### src/rtl/core/sdce_pkg.sv
// Shared types, codes and CRC7 helper for the SD SPI command engine.
package sdce_pkg;

    typedef enum logic [3:0] {
        PH_IDLE      = 4'd0,
        PH_DESEL     = 4'd1,
        PH_SEL       = 4'd2,
        PH_READY1    = 4'd3,
        PH_FAILDESEL = 4'd4,
        PH_READY2    = 4'd5,
        PH_FRAME     = 4'd6,
        PH_STUFF     = 4'd7,
        PH_RESP      = 4'd8,
        PH_APPRESP   = 4'd9,
        PH_APPDESEL  = 4'd10
    } t_phase;

    // input item kinds
    localparam logic CMD_START = 1'b0;
    localparam logic CMD_RX    = 1'b1;

    // result item kinds
    localparam logic KIND_TX   = 1'b0;
    localparam logic KIND_DONE = 1'b1;

    localparam logic [1:0] ST_OK              = 2'd0;
    localparam logic [1:0] ST_NOT_READY       = 2'd1;
    localparam logic [1:0] ST_PREFIX_REJECTED = 2'd2;
    localparam logic [1:0] ST_NO_RESPONSE     = 2'd3;

    // configuration register indexes
    localparam logic [1:0] REG_READY_LIMIT = 2'd0;
    localparam logic [1:0] REG_RESP_LIMIT  = 2'd1;
    localparam logic [1:0] REG_APP_LIMIT   = 2'd2;

    localparam logic [9:0] READY_LIMIT_RST = 10'd500;
    localparam logic [7:0] RESP_LIMIT_RST  = 8'd200;
    localparam logic [7:0] APP_LIMIT_RST   = 8'd10;

    localparam logic [7:0] DUMMY_BYTE     = 8'hFF;
    localparam logic [7:0] CRC_BYTE_CMD0  = 8'h95;
    localparam logic [7:0] CRC_BYTE_CMD8  = 8'h87;
    localparam logic [6:0] CRC7_POLY      = 7'h09;
    localparam logic [5:0] APP_CMD_INDEX  = 6'd55;
    localparam logic [5:0] STOP_CMD_INDEX = 6'd12;
    localparam logic [5:0] GO_IDLE_INDEX  = 6'd0;
    localparam logic [5:0] IF_COND_INDEX  = 6'd8;
    localparam logic [2:0] CRC_POS        = 3'd5;

    typedef struct packed {
        logic        command;
        logic [5:0]  cmd_index;
        logic        app_command;
        logic [31:0] argument;
        logic [7:0]  rx_byte;
    } t_item;

    typedef struct packed {
        logic       kind;
        logic [7:0] tx_byte;
        logic       card_select;
        logic [7:0] response;
        logic [1:0] status;
    } t_result;

    typedef struct packed {
        logic [9:0] ready_poll_limit;
        logic [7:0] response_poll_limit;
        logic [7:0] app_response_limit;
    } t_cfg;

    // Shift one byte, MSB first, through the CRC7 register.
    function automatic logic [6:0] crc7_byte(input logic [6:0] crc, input logic [7:0] data);
        logic [6:0] c;
        logic       fb;
        c = crc;
        for (int i = 7; i >= 0; i--) begin
            fb = c[6] ^ data[i];
            c  = {c[5:0], 1'b0};
            if (fb) begin
                c = c ^ CRC7_POLY;
            end
        end
        return c;
    endfunction

endpackage

### src/rtl/core/sdce_ctrl.sv
// Command sequencer: phase state machine, frame builder and poll counting.
module sdce_ctrl (
    input  logic             i_clk,
    input  logic             i_rst_n,
    input  logic             i_fire,
    input  sdce_pkg::t_item  i_item,
    input  sdce_pkg::t_cfg   i_cfg,
    output logic             o_emit,
    output sdce_pkg::t_result o_result
);
    import sdce_pkg::*;

    t_phase      r_phase, n_phase;
    logic [9:0]  r_poll, n_poll;
    logic [2:0]  r_fidx, n_fidx;
    logic [6:0]  r_crc, n_crc;
    logic [5:0]  r_held_idx, n_held_idx;
    logic [31:0] r_held_arg, n_held_arg;
    logic        r_prefix, n_prefix;

    logic [9:0]  poll_inc;
    logic [9:0]  ready_lim;
    logic [9:0]  resp_lim;
    logic [9:0]  app_lim;
    logic [2:0]  next_pos;
    logic [7:0]  fbyte;

    // Byte at position pos of the frame; CMD55 prefix uses a zero argument.
    function automatic logic [7:0] frame_byte(input logic [2:0] pos, input logic prefix,
                                              input logic [5:0] idx, input logic [31:0] arg,
                                              input logic [6:0] crc);
        logic [5:0]  fi;
        logic [31:0] fa;
        logic [7:0]  b;
        fi = prefix ? APP_CMD_INDEX : idx;
        fa = prefix ? 32'd0 : arg;
        unique case (pos)
            3'd0:    b = {2'b01, fi};
            3'd1:    b = fa[31:24];
            3'd2:    b = fa[23:16];
            3'd3:    b = fa[15:8];
            3'd4:    b = fa[7:0];
            default: begin
                if (!prefix && idx == GO_IDLE_INDEX) begin
                    b = CRC_BYTE_CMD0;
                end else if (!prefix && idx == IF_COND_INDEX) begin
                    b = CRC_BYTE_CMD8;
                end else begin
                    b = {crc, 1'b1};
                end
            end
        endcase
        return b;
    endfunction

    assign poll_inc  = r_poll + 10'd1;
    // a zero limit behaves as one
    assign ready_lim = (i_cfg.ready_poll_limit == 10'd0) ? 10'd1 : i_cfg.ready_poll_limit;
    assign resp_lim  = (i_cfg.response_poll_limit == 8'd0) ? 10'd1
                                                            : {2'b00, i_cfg.response_poll_limit};
    assign app_lim   = (i_cfg.app_response_limit == 8'd0) ? 10'd1
                                                           : {2'b00, i_cfg.app_response_limit};
    assign next_pos  = r_fidx + 3'd1;

    always_ff @(posedge i_clk) begin
        if (!i_rst_n) begin
            r_phase    <= PH_IDLE;
            r_poll     <= '0;
            r_fidx     <= '0;
            r_crc      <= '0;
            r_held_idx <= '0;
            r_held_arg <= '0;
            r_prefix   <= 1'b0;
        end else begin
            r_phase    <= n_phase;
            r_poll     <= n_poll;
            r_fidx     <= n_fidx;
            r_crc      <= n_crc;
            r_held_idx <= n_held_idx;
            r_held_arg <= n_held_arg;
            r_prefix   <= n_prefix;
        end
    end

    always_comb begin
        n_phase    = r_phase;
        n_poll     = r_poll;
        n_fidx     = r_fidx;
        n_crc      = r_crc;
        n_held_idx = r_held_idx;
        n_held_arg = r_held_arg;
        n_prefix   = r_prefix;
        fbyte      = '0;
        o_emit     = 1'b0;
        o_result   = '{kind: KIND_TX, tx_byte: DUMMY_BYTE, card_select: 1'b1,
                       response: 8'h00, status: ST_OK};
        if (i_fire) begin
            if (i_item.command == CMD_START) begin
                n_held_idx           = i_item.cmd_index;
                n_prefix             = i_item.app_command;
                n_held_arg           = i_item.argument;
                n_poll               = '0;
                n_fidx               = '0;
                n_crc                = '0;
                n_phase              = PH_DESEL;
                o_emit               = 1'b1;
                o_result.card_select = 1'b0;
            end else begin
                unique case (r_phase)
                    PH_DESEL: begin
                        n_phase = PH_SEL;
                        o_emit  = 1'b1;
                    end
                    PH_SEL: begin
                        n_poll  = '0;
                        n_phase = PH_READY1;
                        o_emit  = 1'b1;
                    end
                    PH_READY1, PH_READY2: begin
                        o_emit = 1'b1;
                        if (i_item.rx_byte == DUMMY_BYTE) begin
                            n_poll = '0;
                            if (r_phase == PH_READY1) begin
                                n_phase = PH_READY2;
                            end else begin
                                fbyte            = frame_byte(3'd0, r_prefix, r_held_idx,
                                                              r_held_arg, 7'd0);
                                n_fidx           = '0;
                                n_crc            = crc7_byte(7'd0, fbyte);
                                n_phase          = PH_FRAME;
                                o_result.tx_byte = fbyte;
                            end
                        end else begin
                            n_poll = poll_inc;
                            if (poll_inc >= ready_lim) begin
                                if (r_phase == PH_READY1) begin
                                    n_phase              = PH_FAILDESEL;
                                    o_result.card_select = 1'b0;
                                end else begin
                                    n_phase  = PH_IDLE;
                                    o_result = '{kind: KIND_DONE, tx_byte: 8'h00,
                                                 card_select: 1'b1, response: DUMMY_BYTE,
                                                 status: ST_NOT_READY};
                                end
                            end
                        end
                    end
                    PH_FAILDESEL: begin
                        n_phase  = PH_IDLE;
                        o_emit   = 1'b1;
                        o_result = '{kind: KIND_DONE, tx_byte: 8'h00, card_select: 1'b0,
                                     response: DUMMY_BYTE, status: ST_NOT_READY};
                    end
                    PH_FRAME: begin
                        o_emit = 1'b1;
                        if (r_fidx < CRC_POS) begin
                            fbyte            = frame_byte(next_pos, r_prefix, r_held_idx,
                                                          r_held_arg, r_crc);
                            n_fidx           = next_pos;
                            o_result.tx_byte = fbyte;
                            if (next_pos < CRC_POS) begin
                                n_crc = crc7_byte(r_crc, fbyte);
                            end
                        end else begin
                            n_poll = '0;
                            priority if (r_prefix) begin
                                n_phase = PH_APPRESP;
                            end else if (r_held_idx == STOP_CMD_INDEX) begin
                                n_phase = PH_STUFF;
                            end else begin
                                n_phase = PH_RESP;
                            end
                        end
                    end
                    PH_APPRESP: begin
                        o_emit = 1'b1;
                        if (i_item.rx_byte[7]) begin
                            n_poll = poll_inc;
                        end
                        if (!i_item.rx_byte[7] || poll_inc >= app_lim) begin
                            if (i_item.rx_byte > 8'd1) begin
                                n_held_arg           = {24'd0, i_item.rx_byte};
                                n_phase              = PH_APPDESEL;
                                o_result.card_select = 1'b0;
                            end else begin
                                // prefix accepted: send the real command frame
                                fbyte            = frame_byte(3'd0, 1'b0, r_held_idx,
                                                              r_held_arg, 7'd0);
                                n_prefix         = 1'b0;
                                n_fidx           = '0;
                                n_crc            = crc7_byte(7'd0, fbyte);
                                n_phase          = PH_FRAME;
                                o_result.tx_byte = fbyte;
                            end
                        end
                    end
                    PH_APPDESEL: begin
                        n_phase  = PH_IDLE;
                        o_emit   = 1'b1;
                        o_result = '{kind: KIND_DONE, tx_byte: 8'h00, card_select: 1'b0,
                                     response: r_held_arg[7:0], status: ST_PREFIX_REJECTED};
                    end
                    PH_STUFF: begin
                        n_poll  = '0;
                        n_phase = PH_RESP;
                        o_emit  = 1'b1;
                    end
                    PH_RESP: begin
                        o_emit = 1'b1;
                        if (!i_item.rx_byte[7]) begin
                            n_phase  = PH_IDLE;
                            o_result = '{kind: KIND_DONE, tx_byte: 8'h00, card_select: 1'b1,
                                         response: i_item.rx_byte, status: ST_OK};
                        end else begin
                            n_poll = poll_inc;
                            if (poll_inc >= resp_lim) begin
                                n_phase  = PH_IDLE;
                                o_result = '{kind: KIND_DONE, tx_byte: 8'h00,
                                             card_select: 1'b1, response: i_item.rx_byte,
                                             status: ST_NO_RESPONSE};
                            end
                        end
                    end
                    default: begin
                        // received byte while idle: drop it
                        n_phase = PH_IDLE;
                    end
                endcase
            end
        end
    end

    a_start_to_desel: assert property (@(posedge i_clk) disable iff (!i_rst_n)
        i_fire && i_item.command == CMD_START |=> r_phase == PH_DESEL)
        else $error("start item did not enter the deselect phase");

    a_done_to_idle: assert property (@(posedge i_clk) disable iff (!i_rst_n)
        i_fire && o_emit && o_result.kind == KIND_DONE |=> r_phase == PH_IDLE)
        else $error("finished command left the sequencer busy");

    a_busy_emits: assert property (@(posedge i_clk) disable iff (!i_rst_n)
        i_fire && r_phase != PH_IDLE |-> o_emit)
        else $error("busy sequencer swallowed an item");

    a_fidx_range: assert property (@(posedge i_clk) disable iff (!i_rst_n)
        r_fidx <= CRC_POS)
        else $error("frame position ran past the CRC byte");

endmodule

### src/rtl/core/sd_spi_command_engine.sv
// Top level of the SD SPI command engine: stream ports, config registers, item staging.
//
//  channel   direction  handshake                      payload
//  s_axis    in         i_s_axis_tvalid/o_s_axis_tready tuser command, tdata fields
//  m_axis    out        o_m_axis_tvalid/i_m_axis_tready tuser kind, tdata fields
//  cfg       in         i_cfg_valid/o_cfg_ready        i_cfg_index, i_cfg_data
//
// One item per cycle sustained while results are taken; an accepted item is registered,
// worked combinationally by the sequencer, and any result it yields lands in the output register.
// A stalled output register holds its result while the input register still takes
// one more item; ready drops only when both are full and the output is not taken.
// Synchronous active-low reset clears control state and loads the default limits.
// Config writes are always accepted.
module sd_spi_command_engine (
    input  logic        i_clk,
    input  logic        i_rst_n,
    input  logic        i_s_axis_tvalid,
    output logic        o_s_axis_tready,
    // [5:0] cmd_index, [6] app_command, [38:7] argument, [46:39] rx_byte, [47] zero
    input  logic [47:0] i_s_axis_tdata,
    // [0] command
    input  logic        i_s_axis_tuser,
    output logic        o_m_axis_tvalid,
    input  logic        i_m_axis_tready,
    // [7:0] tx_byte, [8] card_select, [16:9] response, [18:17] status, [23:19] zero
    output logic [23:0] o_m_axis_tdata,
    // [0] kind
    output logic        o_m_axis_tuser,
    input  logic        i_cfg_valid,
    output logic        o_cfg_ready,
    input  logic [1:0]  i_cfg_index,
    input  logic [9:0]  i_cfg_data
);
    import sdce_pkg::*;

    logic    r_in_vld, n_in_vld;
    t_item   r_in;
    logic    r_out_vld, n_out_vld;
    t_result r_out;
    t_cfg    r_cfg;

    logic    out_free;
    logic    fire;
    logic    emit;
    t_result result;

    assign out_free        = !r_out_vld || i_m_axis_tready;
    assign fire            = r_in_vld && out_free;
    assign o_s_axis_tready = !r_in_vld || out_free;
    assign o_cfg_ready     = 1'b1;

    assign n_in_vld  = (i_s_axis_tvalid && o_s_axis_tready) ? 1'b1 : (fire ? 1'b0 : r_in_vld);
    assign n_out_vld = (fire && emit) ? 1'b1 : (i_m_axis_tready ? 1'b0 : r_out_vld);

    always_ff @(posedge i_clk) begin
        if (!i_rst_n) begin
            r_in_vld  <= 1'b0;
            r_out_vld <= 1'b0;
            r_cfg     <= '{ready_poll_limit: READY_LIMIT_RST,
                           response_poll_limit: RESP_LIMIT_RST,
                           app_response_limit: APP_LIMIT_RST};
        end else begin
            r_in_vld  <= n_in_vld;
            r_out_vld <= n_out_vld;
            if (i_cfg_valid) begin
                unique case (i_cfg_index)
                    REG_READY_LIMIT: r_cfg.ready_poll_limit    <= i_cfg_data;
                    REG_RESP_LIMIT:  r_cfg.response_poll_limit <= i_cfg_data[7:0];
                    REG_APP_LIMIT:   r_cfg.app_response_limit  <= i_cfg_data[7:0];
                    default: begin
                        // unknown index: drop the write
                    end
                endcase
            end
        end
    end

    // payload registers
    always_ff @(posedge i_clk) begin
        if (i_s_axis_tvalid && o_s_axis_tready) begin
            r_in <= '{command: i_s_axis_tuser,
                      cmd_index: i_s_axis_tdata[5:0],
                      app_command: i_s_axis_tdata[6],
                      argument: i_s_axis_tdata[38:7],
                      rx_byte: i_s_axis_tdata[46:39]};
        end
        if (fire && emit) begin
            r_out <= result;
        end
    end

    sdce_ctrl u_ctrl (
        .i_clk    (i_clk),
        .i_rst_n  (i_rst_n),
        .i_fire   (fire),
        .i_item   (r_in),
        .i_cfg    (r_cfg),
        .o_emit   (emit),
        .o_result (result)
    );

    assign o_m_axis_tvalid = r_out_vld;
    assign o_m_axis_tuser  = r_out.kind;
    assign o_m_axis_tdata  = {5'd0, r_out.status, r_out.response, r_out.card_select,
                              r_out.tx_byte};

    a_no_overwrite: assert property (@(posedge i_clk) disable iff (!i_rst_n)
        r_out_vld && !i_m_axis_tready |-> !fire)
        else $error("stalled result would be overwritten");

    a_accept_loads: assert property (@(posedge i_clk) disable iff (!i_rst_n)
        i_s_axis_tvalid && o_s_axis_tready |=> r_in_vld)
        else $error("accepted item not held in the input register");

    a_emit_sets_valid: assert property (@(posedge i_clk) disable iff (!i_rst_n)
        fire && emit |=> o_m_axis_tvalid)
        else $error("result produced but not presented");

endmodule
### config.mk
export PLATFORM = sky130hd
export DESIGN_NAME = sd_spi_command_engine
export DESIGN_NICKNAME = d
export VERILOG_FILES = /design/src/rtl/core/sdce_pkg.sv /design/src/rtl/core/sdce_ctrl.sv /design/src/rtl/core/sd_spi_command_engine.sv
export SDC_FILE = /design/constraint.sdc
export NUM_CORES = 1
export LEC_CHECK = 0
export ABC_AREA = 1
export BUFFER_PORTS_ARGS = -buffer_cell sky130_fd_sc_hd__buf_2
export CAP_MARGIN = 30
export CORE_MARGIN = 5
export CORE_UTILIZATION = 35
export CTS_BUF_LIST = sky130_fd_sc_hd__clkbuf_4
export DETAILED_ROUTE_END_ITERATION = 8
export PLACE_DENSITY_LB_ADDON = 0.08
export SYNTH_ARGS = -nofsm -noshare
export SYNTH_HDL_FRONTEND = slang
export SYNTH_HIERARCHICAL = 1
export SYNTH_SLANG_ARGS = --single-unit
### constraint.sdc
create_clock -name i_clk -period 4.72 [get_ports i_clk]
set_input_delay 0.236 -clock i_clk [delete_from_list [all_inputs] [get_ports i_clk]]
set_output_delay 0.236 -clock i_clk [all_outputs]
set_load 0.02 [all_outputs]
==> results_dict.tcl <==
set metrics [dict create \
    status "completed" \
    fill_cells 2625 \
    cts_setup_buffers 0 \
    maxCapViolCount 0 \
    r2r_slack_ps 1200 \
    multi_input_area_um2 4101 \
    yosysTopAreaCellShare_pct 23.26 \
    first_iter_violations 443 \
    grt_overflow 0 \
    synth_ff_type "dfxtp_1" \
    placed_cell_area_um2 9425 \
    crit_required_ps 5110 \
    setup-tns-final_ps 0 \
    track_usage_pct 17.17 \
    syn-cell-area_um2 8780 \
    p_switching_mw 0.9086 \
    p_int_mw 2.006 \
    end_kind "flop" \
    synth_edf_count 68 \
    slew-limit-headroom_pct 48.58 \
    min_path_type "in2reg" \
    critPathBufInv 2 \
    root_buffer "clkbuf_4" \
    fin_crit_ps 3515 \
    worst_slew_pin_slew_ps 766.6 \
    synth_top_cell_by_area "edfxtp_1" \
    cp_slowest_cell "dfxtp_1" \
    worstPathCellList "ha_1 -> nand2_1 -> nor2_2 -> nand3_2 -> nor2_1 -> nand2_1 -> xor2_1 -> inv_1 -> ha_1 -> nand2_1 -> nor2_1 -> a211oi_1 -> nand4_1 -> nand3_1 -> inv_1 -> nor2_1 -> o21ai_0 -> o2111ai_1" \
    cts.sinks 159 \
    async_flop_share_pct 0 \
    p_leak_nw 4.535 \
    hold_viol_final 0 \
    synthTopCellsByArea "edfxtp_1 23%, dfxtp_1 21%, nand2_1 11%, a21oi_1 5.2%, inv_1 5.0%" \
    rsz0062_at_grt "false" \
    drive_above_1_share_pct 18.44 \
    hold_path_depth 6 \
    rr_worst_depth 18 \
    grt_pass1_vias 7199 \
    p_seq_share_pct 52.7 \
    yosysWarnings 6 \
    synth_cells 1102 \
    ys_seq_area_share_pct 44.01 \
    swShare_pct 31.17 \
    min_to "o_m_axis_tvalid" \
    hp-start "i_m_axis_tready" \
    die_w_um 168.4 \
    clock_power_share_pct 31.0 \
    fin_nets 1338 \
    ff_latch_area_um2 3864 \
    cts.path.max_buffers 2 \
    area_growth_pct 17.91 \
    drc 0 \
    powerDensity_nw_per_um2 281.5 \
    clock_skew_ps 29.08 \
    cts_tree "yes" \
    critPathArrivalTime_ps 3910 \
    antenna_found_initial 1 \
    die_h_um 168.4 \
    fin_area_um2 10350 \
    drt_first_pass_iters 5 \
    crit_fanout 8 \
    cp-start-kind "flop" \
    ys_ff_latch 159 \
    ioPinCount 94 \
    slew_violations 0 \
    port_buffers 86 \
    grt_pass1_wl_um 38530 \
    drt-total-wl_um 24210 \
    synth_cell_type_count 61 \
    reg2reg_to "o_m_axis_tdata[3]" \
    initial_utilization_pct 35.17 \
    die_area_um2 28350 \
    critical_path_class "reg2reg" \
    crit_cells 18 \
    worstSkewPairLatency_ps 560 \
    holdWs_ps 63.54 \
    setup_slack_ps 1205 \
    fin_crit_sh_pct 74.47 \
    row_count 58 \
    peakVddDrop_mv 0.1292 \
    routabilityCongestion 0.8721 \
    fmax_ghz 0.2845 \
    wire_per_inst_um 15.29 \
    slowest_delay_ps 510 \
    crit_family "simple AND/OR/NAND/NOR gates" \
    via_per_inst 4.706 \
    htreeDepth 4 \
    syn_area_per_cell_um2 7.967 \
    vias 7454 \
    cts_made_buffers 17 \
    combPwrFrac_pct 16.3 \
    setup-violations-final 0 \
    core-area_um2 24960 \
    postRouteAntennaNets 0 \
    pre_cts_slack_ps 1228 \
    reg2reg_from "u_ctrl/r_poll[0]" \
    hpwl_um 17630 \
    grt_max_degree 49 \
    path_clk_slew_ps 160 \
]
tightest hold or removal path: stages:
cell and delay [ps]:
buf_2 70, inv_1 40, nand2_1 60, o21ai_0 70
nand2_1 50, inv_1 30
synth_stat cells, drive strengths merged (2+ instances only):
cell / n
conb: 2
clkinv: 5
nand4: 12
nand3: 91
nand2: 277
o211ai: 3
clkbuf: 12
nor2: 115
a21oi: 100
o21ai: 53
nor4: 7
o2111ai: 3
a22oi: 5
inv: 141
a31oi: 6
nor3: 14
ha: 32
buf: 26
xor2: 11
nand3b: 8
a211oi: 3
edfxtp: 68
o31ai: 3
dfxtp: 91
a41o: 2
worst max-delay path by stage:
stage                     start                  to
2_1_floorplan  u_ctrl/r_poll[0]  o_m_axis_tdata[16]
3_3_place_gp   u_ctrl/r_poll[0]   o_m_axis_tdata[3]
3_5_place_dp   u_ctrl/r_poll[0]   o_m_axis_tdata[3]
4_1_cts        u_ctrl/r_poll[0]   o_m_axis_tdata[3]
5_1_grt        u_ctrl/r_poll[0]   o_m_axis_tdata[3]
6_report       u_ctrl/r_poll[0]   o_m_axis_tdata[3]
what timing repair did:
| item | in CTS | in global routing |
|---|---|---|
| endpoints found under the hold margin | 75 | 0 |
| gates resized for setup | 0 | 0 |
| hold buffers | 62 | 0 |
metal layers:
| metal | GRT usage [%] | up-vias | wire, um |
|---|---|---|---|
| met2 | 27.24 | 150 | 11040 |
| li1 | - | 3908 | - |
| met5 | 0 | - | 0 |
| met4 | 3.211 | 0 | 189 |
| met1 | 24.96 | 3385 | 11890 |
| met3 | 2.794 | 11 | 1093 |
cell type report:
cell class              instances  share of cell area (%)
flip-flops and latches        159                   37.32
diodes                          1                 0.02417
clock inverters                14                   1.632
repair buffers                154                   10.78
clock buffers                  18                   1.305
inverters                     146                   5.330
well taps                     330                   3.988
multi-input cells             762                   39.62
power by group through the flow:
stage | registers [mW] | clock network, mW | logic, mW
floorplan | 1.55 | 0 | 0.330
global placement | 1.57 | 0 | 0.430
detailed placement | 1.57 | 0 | 0.436
CTS | 1.54 | 0.944 | 0.476
global route | 1.54 | 1.01 | 0.538
finish | 1.54 | 0.902 | 0.476
cells in the final DEF, fill, tap and decap left out, drive strengths merged, types with 2 or more instances in the layout:
master and count:
a211oi 3, a21oi 100, a22oi 5, a31oi 6
a41o 2, buf 92, bufinv 2, clkbuf 18
clkinv 5, clkinvlp 3, conb 6, dfxtp 91
dlygate4sd3 62, edfxtp 68, ha 32, inv 150
nand2 277, nand3 91, nand3b 8, nand4 12
nor2 115, nor3 14, nor4 7, o2111ai 3
o211ai 3, o21ai 53, o31ai 3, xor2 11
logic make-up after synthesis:
| family | Yosys count | share of synthesized area, % |
|---|---|---|
| AND/OR/NAND/NOR | 527 | 28.29 |
| AO/OA/AOI/OAI | 185 | 12.36 |
| buffers and inverters | 185 | 9.505 |
| flip-flops | 159 | 44.01 |
| adder cells (fa/ha/maj) | 32 | 4.560 |
| XOR/XNOR | 12 | 1.197 |
| other | 2 | 0.08554 |
stage by stage:
| step | std cells | power [mW] | utilization, % |
|---|---|---|---|
| finish | 1584 | 2.915 | 41.47 |
| global route | 1584 | 3.088 | 41.47 |
| CTS | 1583 | 2.959 | 41.46 |
| detailed placement | 1489 | 2.004 | 37.76 |
| global placement | 1487 | 1.999 | 37.62 |
| floorplan | 1106 | 1.882 | - |
state kept, by name, indices dropped and copies added, names as in the netlist, 3 cells and up:
| register | count |
|---|---|
| u_ctrl/r_poll | 10 |
| u_ctrl/r_fidx | 3 |
| u_ctrl/r_phase | 4 |
| r_in | 48 |
| u_ctrl/r_held_idx | 6 |
| o_m_axis_tdata | 19 |
| u_ctrl/r_held_arg | 32 |
| u_ctrl/r_crc | 7 |
| r_cfg | 26 |
Note: power is estimated with default switching activity, not from simulation.
